$ cat config.mk
export PLATFORM = sky130hd
export DESIGN_NAME = scaler_sum_spill_detector
export DESIGN_NICKNAME = d
export VERILOG_FILES = /design/src/rtl/core/ssd_pkg.sv /design/src/rtl/core/ssd_front.sv /design/src/rtl/core/ssd_queue.sv /design/src/rtl/core/ssd_back.sv /design/src/rtl/core/scaler_sum_spill_detector.sv
export VERILOG_INCLUDE_DIRS = /design/src /design/src/rtl/core
export SDC_FILE = /design/constraint.sdc
export NUM_CORES = 2
export LEC_CHECK = 0
export BUFFER_PORTS_ARGS = -buffer_cell sky130_fd_sc_hd__buf_2
export CAP_MARGIN = 20
export CELL_PAD_IN_SITES_DETAIL_PLACEMENT = 1
export CELL_PAD_IN_SITES_GLOBAL_PLACEMENT = 1
export CORE_UTILIZATION = 47
export CTS_CLUSTER_DIAMETER = 30
export DETAILED_ROUTE_END_ITERATION = 6
export GPL_TIMING_DRIVEN = 0
export PLACE_DENSITY_LB_ADDON = 0.1
export SLEW_MARGIN = 30
export SYNTH_ARGS = -nofsm -noshare
export SYNTH_HDL_FRONTEND = slang
export SYNTH_SLANG_ARGS = --single-unit
$ cat constraint.sdc
create_clock -name i_clk -period 14.1 [get_ports i_clk]
set_input_delay 2.82 -clock i_clk [delete_from_list [all_inputs] [get_ports i_clk]]
set_output_delay 2.82 -clock i_clk [all_outputs]
set_load 0.02 [all_outputs]
$ cat src/rtl/core/scaler_sum_spill_detector_assert.svh
// Assertion macros for the scaler sum and spill detector.
// Included by the top level; no other dependencies.
`ifndef SCALER_SUM_SPILL_DETECTOR_ASSERT_SVH
`define SCALER_SUM_SPILL_DETECTOR_ASSERT_SVH
`ifndef SYNTHESIS
// same-cycle implication
`define SSD_ASSERT_IMP(label, clk, rst_n, ante, cons) \
    label: assert property (@(posedge clk) disable iff (!(rst_n)) (ante) |-> (cons)) \
        else $error("ssd assertion failed");
// next-cycle implication
`define SSD_ASSERT_NXT(label, clk, rst_n, ante, cons) \
    label: assert property (@(posedge clk) disable iff (!(rst_n)) (ante) |=> (cons)) \
        else $error("ssd assertion failed");
`else
`define SSD_ASSERT_IMP(label, clk, rst_n, ante, cons)
`define SSD_ASSERT_NXT(label, clk, rst_n, ante, cons)
`endif
`endif

$ cat src/rtl/core/ssd_pkg.sv
// Shared types and constants of the scaler sum and spill detector.
// No dependencies.
`default_nettype none
package ssd_pkg;
    localparam int CHANNELS_DEF = 8;
    localparam int CH_W         = 3;
    localparam int COUNT_W      = 32;
    localparam int NUM_COUNTS   = 4;
    localparam int RATIO_W      = 8;
    localparam int LIMIT_W      = COUNT_W + RATIO_W;
    localparam int QUEUE_DEPTH  = 2;
    localparam int IN_TDATA_W   = 136;
    localparam int OUT_TDATA_W  = 168;

    localparam logic [RATIO_W-1:0] RATIO_RESET = 8'd10;
    localparam logic [CH_W-1:0]    CH_NUM      = 3'd1;
    localparam logic [CH_W-1:0]    CH_DEN      = 3'd5;

    typedef logic [COUNT_W-1:0] t_count;

    typedef struct packed {
        logic [CH_W-1:0]              channel;
        t_count [NUM_COUNTS-1:0]      counts;
        logic                         in_range;
        logic                         is_ch5;
        logic                         decide;
        logic                         last;
        t_count                       ch1_count;
        logic [LIMIT_W-1:0]           limit;
        t_count                       evt_ch5;
    } t_work;

    typedef struct packed {
        logic                         spill_on;
        t_count                       spill_time;
        t_count [NUM_COUNTS-1:0]      sums;
        logic [CH_W-1:0]              channel;
        logic                         done;
    } t_result;
endpackage
`default_nettype wire

$ cat src/rtl/core/ssd_front.sv
// Front end: accepts items, tracks channel 1/5 counts, forms the spill limit.
// Depends on ssd_pkg.
`default_nettype none
module ssd_front import ssd_pkg::*; #(
    parameter int CHANNELS = CHANNELS_DEF
) (
    input  wire logic                  i_clk,
    input  wire logic                  i_rst_n,
    input  wire logic                  i_s_axis_tvalid,
    output logic                       o_s_axis_tready,
    input  wire logic [IN_TDATA_W-1:0] i_s_axis_tdata,
    input  wire logic                  i_s_axis_tuser,
    input  wire logic                  i_s_axis_tlast,
    input  wire logic                  i_cfg_valid,
    output logic                       o_cfg_ready,
    input  wire logic [RATIO_W-1:0]    i_cfg_data,
    input  wire logic                  i_q_full,
    output logic                       o_push,
    output t_work                      o_work
);
    logic [RATIO_W-1:0] r_spill_ratio;
    t_count r_last_ch1, r_last_ch5, r_evt_ch5;
    t_count n_last_ch1, n_last_ch5, n_evt_ch5;
    logic [CH_W-1:0] w_ch;
    t_count w_cnt0;

    assign o_cfg_ready     = 1'b1;
    assign o_s_axis_tready = !i_q_full;
    assign o_push          = i_s_axis_tvalid && !i_q_full;
    assign w_ch            = i_s_axis_tdata[CH_W-1:0];
    assign w_cnt0          = i_s_axis_tdata[CH_W +: COUNT_W];

    always_comb begin
        n_last_ch1 = (w_ch == CH_NUM) ? w_cnt0 : r_last_ch1;
        n_last_ch5 = (w_ch == CH_DEN) ? w_cnt0 : r_last_ch5;
        n_evt_ch5  = (w_ch == CH_DEN) ? w_cnt0 : r_evt_ch5;

        o_work.channel = w_ch;
        for (int k = 0; k < NUM_COUNTS; k++) begin
            o_work.counts[k] = i_s_axis_tdata[CH_W + k*COUNT_W +: COUNT_W];
        end
        o_work.in_range  = ({{(32-CH_W){1'b0}}, w_ch} < 32'(CHANNELS));
        o_work.is_ch5    = (w_ch == CH_DEN);
        o_work.decide    = i_s_axis_tlast && i_s_axis_tuser;
        o_work.last      = i_s_axis_tlast;
        o_work.ch1_count = n_last_ch1;
        o_work.limit     = LIMIT_W'(r_spill_ratio) * LIMIT_W'(n_last_ch5);
        o_work.evt_ch5   = n_evt_ch5;
    end

    always_ff @(posedge i_clk) begin
        if (!i_rst_n) begin
            r_spill_ratio <= RATIO_RESET;
            r_last_ch1    <= '0;
            r_last_ch5    <= '0;
            r_evt_ch5     <= '0;
        end else begin
            if (i_cfg_valid) begin
                r_spill_ratio <= i_cfg_data;
            end
            if (o_push) begin
                r_last_ch1 <= n_last_ch1;
                r_last_ch5 <= n_last_ch5;
                r_evt_ch5  <= i_s_axis_tlast ? '0 : n_evt_ch5;
            end
        end
    end
endmodule
`default_nettype wire

$ cat src/rtl/core/ssd_queue.sv
// Short FIFO between front and back ends.
// Depends on ssd_pkg.
`default_nettype none
module ssd_queue import ssd_pkg::*; #(
    parameter int DEPTH = QUEUE_DEPTH
) (
    input  wire logic   i_clk,
    input  wire logic   i_rst_n,
    input  wire logic   i_push,
    input  wire t_work  i_work,
    input  wire logic   i_pop,
    output logic        o_full,
    output logic        o_valid,
    output t_work       o_head,
    output logic [$clog2(DEPTH+1)-1:0] o_level
);
    localparam int PTR_W = (DEPTH > 1) ? $clog2(DEPTH) : 1;
    localparam int LVL_W = $clog2(DEPTH + 1);
    localparam logic [PTR_W-1:0] PTR_LAST = PTR_W'(DEPTH - 1);

    t_work r_mem [DEPTH];
    logic [PTR_W-1:0] r_wr_ptr, r_rd_ptr;
    logic [LVL_W-1:0] r_level;

    assign o_full  = (r_level == LVL_W'(DEPTH));
    assign o_valid = (r_level != '0);
    assign o_head  = r_mem[r_rd_ptr];
    assign o_level = r_level;

    always_ff @(posedge i_clk) begin
        if (i_push) begin
            r_mem[r_wr_ptr] <= i_work;
        end
    end

    always_ff @(posedge i_clk) begin
        if (!i_rst_n) begin
            r_wr_ptr <= '0;
            r_rd_ptr <= '0;
            r_level  <= '0;
        end else begin
            if (i_push) begin
                r_wr_ptr <= (r_wr_ptr == PTR_LAST) ? '0 : r_wr_ptr + 1'b1;
            end
            if (i_pop) begin
                r_rd_ptr <= (r_rd_ptr == PTR_LAST) ? '0 : r_rd_ptr + 1'b1;
            end
            if (i_push && !i_pop) begin
                r_level <= r_level + 1'b1;
            end else if (!i_push && i_pop) begin
                r_level <= r_level - 1'b1;
            end
        end
    end
endmodule
`default_nettype wire

$ cat src/rtl/core/ssd_back.sv
// Back end: per-channel sum update, spill decision, output register.
// Depends on ssd_pkg.
`default_nettype none
module ssd_back import ssd_pkg::*; #(
    parameter int CHANNELS = CHANNELS_DEF
) (
    input  wire logic                   i_clk,
    input  wire logic                   i_rst_n,
    input  wire logic                   i_q_valid,
    input  wire t_work                  i_work,
    output logic                        o_pop,
    output logic                        o_m_axis_tvalid,
    input  wire logic                   i_m_axis_tready,
    output logic [OUT_TDATA_W-1:0]      o_m_axis_tdata,
    output logic                        o_m_axis_tlast
);
    localparam int ROWS  = (CHANNELS < (1 << CH_W)) ? CHANNELS : (1 << CH_W);
    localparam int IDX_W = $clog2(ROWS);
    localparam int PAD_W = OUT_TDATA_W - 1 - COUNT_W - NUM_COUNTS*COUNT_W - CH_W;

    t_count [NUM_COUNTS-1:0] r_sums [ROWS];
    logic [ROWS-1:0]         r_row_valid;
    t_count                  r_spill_cnt, n_spill_cnt;
    logic                    r_spill_state, n_spill_state;
    logic                    r_out_valid;
    t_result                 r_out;

    logic [IDX_W-1:0]        w_idx;
    t_count [NUM_COUNTS-1:0] w_old, w_new;
    logic                    w_now;

    assign o_pop = i_q_valid && (!r_out_valid || i_m_axis_tready);
    assign w_idx = i_work.channel[IDX_W-1:0];

    always_comb begin
        w_old = '0;
        if (i_work.in_range && r_row_valid[w_idx]) begin
            w_old = r_sums[w_idx];
        end
        for (int k = 0; k < NUM_COUNTS; k++) begin
            w_new[k] = w_old[k] + i_work.counts[k];
        end

        w_now         = ({{RATIO_W{1'b0}}, i_work.ch1_count} > i_work.limit);
        n_spill_cnt   = r_spill_cnt + (i_work.is_ch5 ? i_work.counts[0] : '0);
        n_spill_state = r_spill_state;
        if (i_work.decide) begin
            if (w_now && !r_spill_state) begin
                n_spill_cnt = i_work.evt_ch5;
            end
            n_spill_state = w_now;
        end
    end

    always_ff @(posedge i_clk) begin
        if (o_pop && i_work.in_range) begin
            r_sums[w_idx] <= w_new;
        end
        if (o_pop) begin
            r_out.channel    <= i_work.channel;
            r_out.sums       <= i_work.in_range ? w_new : '0;
            r_out.spill_time <= n_spill_cnt;
            r_out.spill_on   <= n_spill_state;
            r_out.done       <= i_work.last;
        end
    end

    always_ff @(posedge i_clk) begin
        if (!i_rst_n) begin
            r_row_valid   <= '0;
            r_spill_cnt   <= '0;
            r_spill_state <= 1'b0;
            r_out_valid   <= 1'b0;
        end else begin
            if (o_pop) begin
                if (i_work.in_range) begin
                    r_row_valid[w_idx] <= 1'b1;
                end
                r_spill_cnt   <= n_spill_cnt;
                r_spill_state <= n_spill_state;
                r_out_valid   <= 1'b1;
            end else if (i_m_axis_tready) begin
                r_out_valid <= 1'b0;
            end
        end
    end

    assign o_m_axis_tvalid = r_out_valid;
    assign o_m_axis_tlast  = r_out.done;
    assign o_m_axis_tdata  = {{PAD_W{1'b0}}, r_out.spill_on, r_out.spill_time,
                              r_out.sums, r_out.channel};
endmodule
`default_nettype wire

$ cat src/rtl/core/scaler_sum_spill_detector.sv
// Top level of the scaler sum and spill detector: front end, queue, back end.
// Depends on ssd_pkg, ssd_front, ssd_queue, ssd_back and the assertion header.
//
//   channel   direction  handshake                   payload
//   s_axis    in         i_s_axis_tvalid/o_..tready  tdata, tuser, tlast
//   m_axis    out        o_m_axis_tvalid/i_..tready  tdata, tlast
//   cfg       in         i_cfg_valid/o_cfg_ready     spill ratio
//
// One item per cycle unless m_axis stalls. An item is queued; the back end's
// read-add-write of channel sums sets the rate and loads the output register.
// Synchronous active-low reset; sums read as zero until a channel is written.
// A two-entry queue takes input while the output stalls, until it is full.
`default_nettype none
`include "scaler_sum_spill_detector_assert.svh"
module scaler_sum_spill_detector import ssd_pkg::*; #(
    parameter int CHANNELS = CHANNELS_DEF
) (
    input  wire logic                   i_clk,
    input  wire logic                   i_rst_n,
    input  wire logic                   i_s_axis_tvalid,
    output logic                        o_s_axis_tready,
    // channel, count_a, count_b, count_c, count_d, zero pad
    input  wire logic [IN_TDATA_W-1:0]  i_s_axis_tdata,
    // scaler_event
    input  wire logic                   i_s_axis_tuser,
    input  wire logic                   i_s_axis_tlast,
    output logic                        o_m_axis_tvalid,
    input  wire logic                   i_m_axis_tready,
    // channel_out, sum_a, sum_b, sum_c, sum_d, spill_time, spill_on, zero pad
    output logic [OUT_TDATA_W-1:0]      o_m_axis_tdata,
    output logic                        o_m_axis_tlast,
    input  wire logic                   i_cfg_valid,
    output logic                        o_cfg_ready,
    input  wire logic [RATIO_W-1:0]     i_cfg_data
);
    logic  w_push, w_pop, w_q_full, w_q_valid;
    t_work w_work_in, w_work_head;
    logic [$clog2(QUEUE_DEPTH+1)-1:0] w_q_level;

    ssd_front #(.CHANNELS(CHANNELS)) u_front (
        .i_clk           (i_clk),
        .i_rst_n         (i_rst_n),
        .i_s_axis_tvalid (i_s_axis_tvalid),
        .o_s_axis_tready (o_s_axis_tready),
        .i_s_axis_tdata  (i_s_axis_tdata),
        .i_s_axis_tuser  (i_s_axis_tuser),
        .i_s_axis_tlast  (i_s_axis_tlast),
        .i_cfg_valid     (i_cfg_valid),
        .o_cfg_ready     (o_cfg_ready),
        .i_cfg_data      (i_cfg_data),
        .i_q_full        (w_q_full),
        .o_push          (w_push),
        .o_work          (w_work_in)
    );

    ssd_queue #(.DEPTH(QUEUE_DEPTH)) u_queue (
        .i_clk   (i_clk),
        .i_rst_n (i_rst_n),
        .i_push  (w_push),
        .i_work  (w_work_in),
        .i_pop   (w_pop),
        .o_full  (w_q_full),
        .o_valid (w_q_valid),
        .o_head  (w_work_head),
        .o_level (w_q_level)
    );

    ssd_back #(.CHANNELS(CHANNELS)) u_back (
        .i_clk           (i_clk),
        .i_rst_n         (i_rst_n),
        .i_q_valid       (w_q_valid),
        .i_work          (w_work_head),
        .o_pop           (w_pop),
        .o_m_axis_tvalid (o_m_axis_tvalid),
        .i_m_axis_tready (i_m_axis_tready),
        .o_m_axis_tdata  (o_m_axis_tdata),
        .o_m_axis_tlast  (o_m_axis_tlast)
    );

    `SSD_ASSERT_NXT(a_accept_queued, i_clk, i_rst_n, i_s_axis_tvalid && o_s_axis_tready, w_q_level != '0)
    `SSD_ASSERT_IMP(a_result_from_queue, i_clk, i_rst_n, $rose(o_m_axis_tvalid), $past(w_q_level) != '0)
endmodule
`default_nettype wire

==> out/results.tsv <==
metric	value	unit
outcome	finished, violations left	
failing checks	DRC	
htree depth	5	
Tcrit/Tclk final	0.6757	
dpl ws	3.786	ns
most used cell, CP	fa_1	
Area Overhead vs Synth	24.53	%
Worst-path clk slew	0.04	ns
Top Ports	323	
Crit-path slowest cell	a21boi_1	
Vias/cell	5.816	
leading post-synthesis cells by cell area	edfxtp_1, fa_1, mux2i_1, ha_1, nand2_1	
Post-Place Cells	8841	
Setup Skew	0.08284	ns
CTS Buffer Depth	4	
CP cell instances	buf_2 > nand3b_1 > clkbuf_1 > clkbuf_1 > a21boi_1 > nor2b_1 > fa_1 > fa_1 > fa_1 > inv_1 > fa_1 > inv_1 > ha_1 > a211oi_1 > nor3b_1 > o311ai_0 > a31o_2 > a31oi_1 > nand4_1 > a31oi_1 > a21o_1 > a21oi_1 > xnor2_1	
Main synth FF type	edfxtp_1	
RePlAce Congestion	0.8667	
largest net degree at the start of global routing	40	
Hold Buf Count CTS	0	
Async SR Flop Fraction	0	
drt wl/cell	27.99	um
Yosys top cell area share	0.5976	
worst skew pair latency	0.95	ns
Seq/Total Area, Yosys	0.6337	
grt ovf	0	
synth unique cells	92	
Post-synth EDFFs	1665	
CTS sink cnt	1816	
Fin. Hold Viols	0	
Crit Path Class	input pin to flop	
crit end category	flop	
Power Density	266.3	mW/mm^2
final net count	7505	
DRC	36	
worst-path maximum fanout	10	
Hold Path Class	flop to flop	
Final setup viols	0	
final core utilization	0.5903	
Initial Utilization	0.4740	
Reg2Reg Setup Slack	5.90	ns
# Post-CTS Setup Buffers	0	
Reg2Reg Capture Point	u_back.r_sums[7][31]	
Worst VDD drop	0.1292	mV
max-slew violation count	0	
antenna violations before repair	16	
leading area contributor after synthesis	edfxtp_1	
vias in the first global route	60640	
post-cts gate resize count	0	
first-pass GRT wire length	393000	um
die area	0.1797	mm^2
chip height	423.9	um
slowest stage delay, CP	0.93	ns
Fin Setup TNS	0	ns
Core Area	0.1765	mm^2
fin cells	9602	
site row count	154	
detailed-route via count	55850	
syn_area_per_cell	13.67	um^2
Tmin final	9.527	ns
Final ANT Viol Nets	0	
CTS tree	built	
mapped cell area	0.08366	mm^2
TritonCTS Buffers	418	
CP arrival	10.14	ns
CP endpoint	u_queue.r_mem[0][70]	
CTS root buf	clkbuf_16	
router iterations before antenna repair	7	
worst-margin pin slew	1.098	ns
HPWL after DPL	176800	um
Tot GR Track Use	0.2958	
Synth Instances	6119	
PortBufs	310	
max cap viols	0	
initial drt markers	4518	
fill cell count	16860	
WP data required	14.72	ns
die width	423.9	um
RSZ-0062 raised after global routing	no	
share of cells above drive strength 1	0.1875	
Worst Setup SP	i_s_axis_tdata[1]	
final worst slack	4.573	ns
most common cell in the netlist	edfxtp_1	
Yosys reg bits	1816	
synth warn	0	
P_leak	0.04014	uW
drt total wl	268700	um
Reg2Reg Depth	20	
synth cell count leaders	edfxtp_1, nand2_1, mux2i_1	
achievable frequency	105.0	MHz
Startpoint Class	input pin	
Slew headroom	0.2629	
[routing by layer]
| metal | routed length (um) | vias to the layer above | track usage |
|---|---|---|---|
| met5 | 0 | - | 0 |
| met4 | 13460 | 0 | 0.1511 |
| met3 | 14050 | 625 | 0.04344 |
| met2 | 132700 | 1982 | 0.5006 |
| met1 | 108500 | 28740 | 0.3688 |
| li1 | - | 24510 | - |
[area by class of cell]
| cell class | instances | area [um^2] | share of cell area |
|---|---|---|---|
| clock buffer | 474 | 10850 | 0.1041 |
| timing repair buffer | 379 | 3172 | 0.03044 |
| buffer | 294 | 1179 | 0.01131 |
| sequential | 1816 | 53020 | 0.5089 |
| tap | 2340 | 2928 | 0.02810 |
| antenna | 5 | 12.51 | 0.0001201 |
| multi-input combinational | 3811 | 28920 | 0.2776 |
| inverter | 201 | 754.5 | 0.007241 |
| clock inverter | 282 | 3354 | 0.03220 |
[how the worst min path moves through the flow]
stage                                       from                endpoint  slack (ns)  cells past startpoint
after global routing      u_back.r_spill_cnt[14]  u_back.r_spill_cnt[14]        0.49                      2
final                      u_back.r_spill_cnt[5]   u_back.r_spill_cnt[5]        0.47                      2
after floorplan            u_back.r_row_valid[0]   u_back.r_row_valid[0]        0.44                      1
after global placement     u_back.r_spill_cnt[0]   u_back.r_spill_cnt[0]        0.45                      2
after CTS                 u_back.r_spill_cnt[14]  u_back.r_spill_cnt[14]        0.47                      2
after detailed placement   u_back.r_row_valid[7]   u_back.r_row_valid[7]        0.46                      1
[sequential cells by signal, indices dropped and copies added (netlist names), 32 cells and up, named ones only]
register	flops
u_front.r_evt_ch5	32
u_back.r_sums	1024
u_front.r_last_ch1	32
u_back.o_m_axis_tdata	164
u_back.r_spill_cnt	32
u_queue.r_mem	476
u_front.r_last_ch5	32
[kinds of logic (layout without fill, tap and decap cells)]
kind of cell               after synthesis  in the layout  share of synthesized area
xor gates and xnor gates               176            176                    0.01842
DFF                                   1816           1816                     0.6337
buffers and inverters                  495           1630                    0.02278
and+or+nand+nor                       1741           1741                    0.09647
adders and majority gates              433            433                    0.08136
AOI/OAI and AO/OA                      934            934                    0.08182
muxes                                  522            522                    0.06532
other                                    2             10                 0.00008976
[power breakdown]
group	switching [uW]	internal [uW]	leakage [uW]
sequential	427	8700	0.0166
combinational	6150	2680	0.0168
clock	3100	6700	0.00682
[critical path, delay by kind of cell]
kind | cells | cell delay, ns
XOR/XNOR | 1 | 0.16
AND/OR/NAND/NOR | 4 | 1.16
adder cells (fa/ha/maj) | 5 | 2.43
AO/OA/AOI/OAI | 8 | 2.45
buffers and inverters | 5 | 1.11
[layout by cell type (no fill, tap or decap), drive strengths merged, types with 32 or more instances in the layout]
cell and count:
clkinv 142, bufinv 67, a21boi 32, dfxtp 151, mux2i 336, o21ai 111
fa 185, nor2b 225, ha 248, a32oi 245, and2 37, buf 452
a211oi 42, o21a 42, edfxtp 1665, nand2b 42, clkinvlp 48, nand2 813
nor2 272, nand3 55, xor2 44, a21o 109, and3 147, clkbuf 695
inv 226, xnor2 132, a21oi 181, a22oi 34, nor3 81, mux2 186
[per-stage QoR]
stage	total power, uW	cell area, um^2	hold slack (ns)
after global placement	17460	88150	0.4472
after floorplan	14440	83680	0.4406
after global routing	28750	104200	0.4851
final	27750	104200	0.4669
after CTS	27790	104100	0.4704
after detailed placement	17770	89930	0.4568
Power figures use the tool's default switching activity.
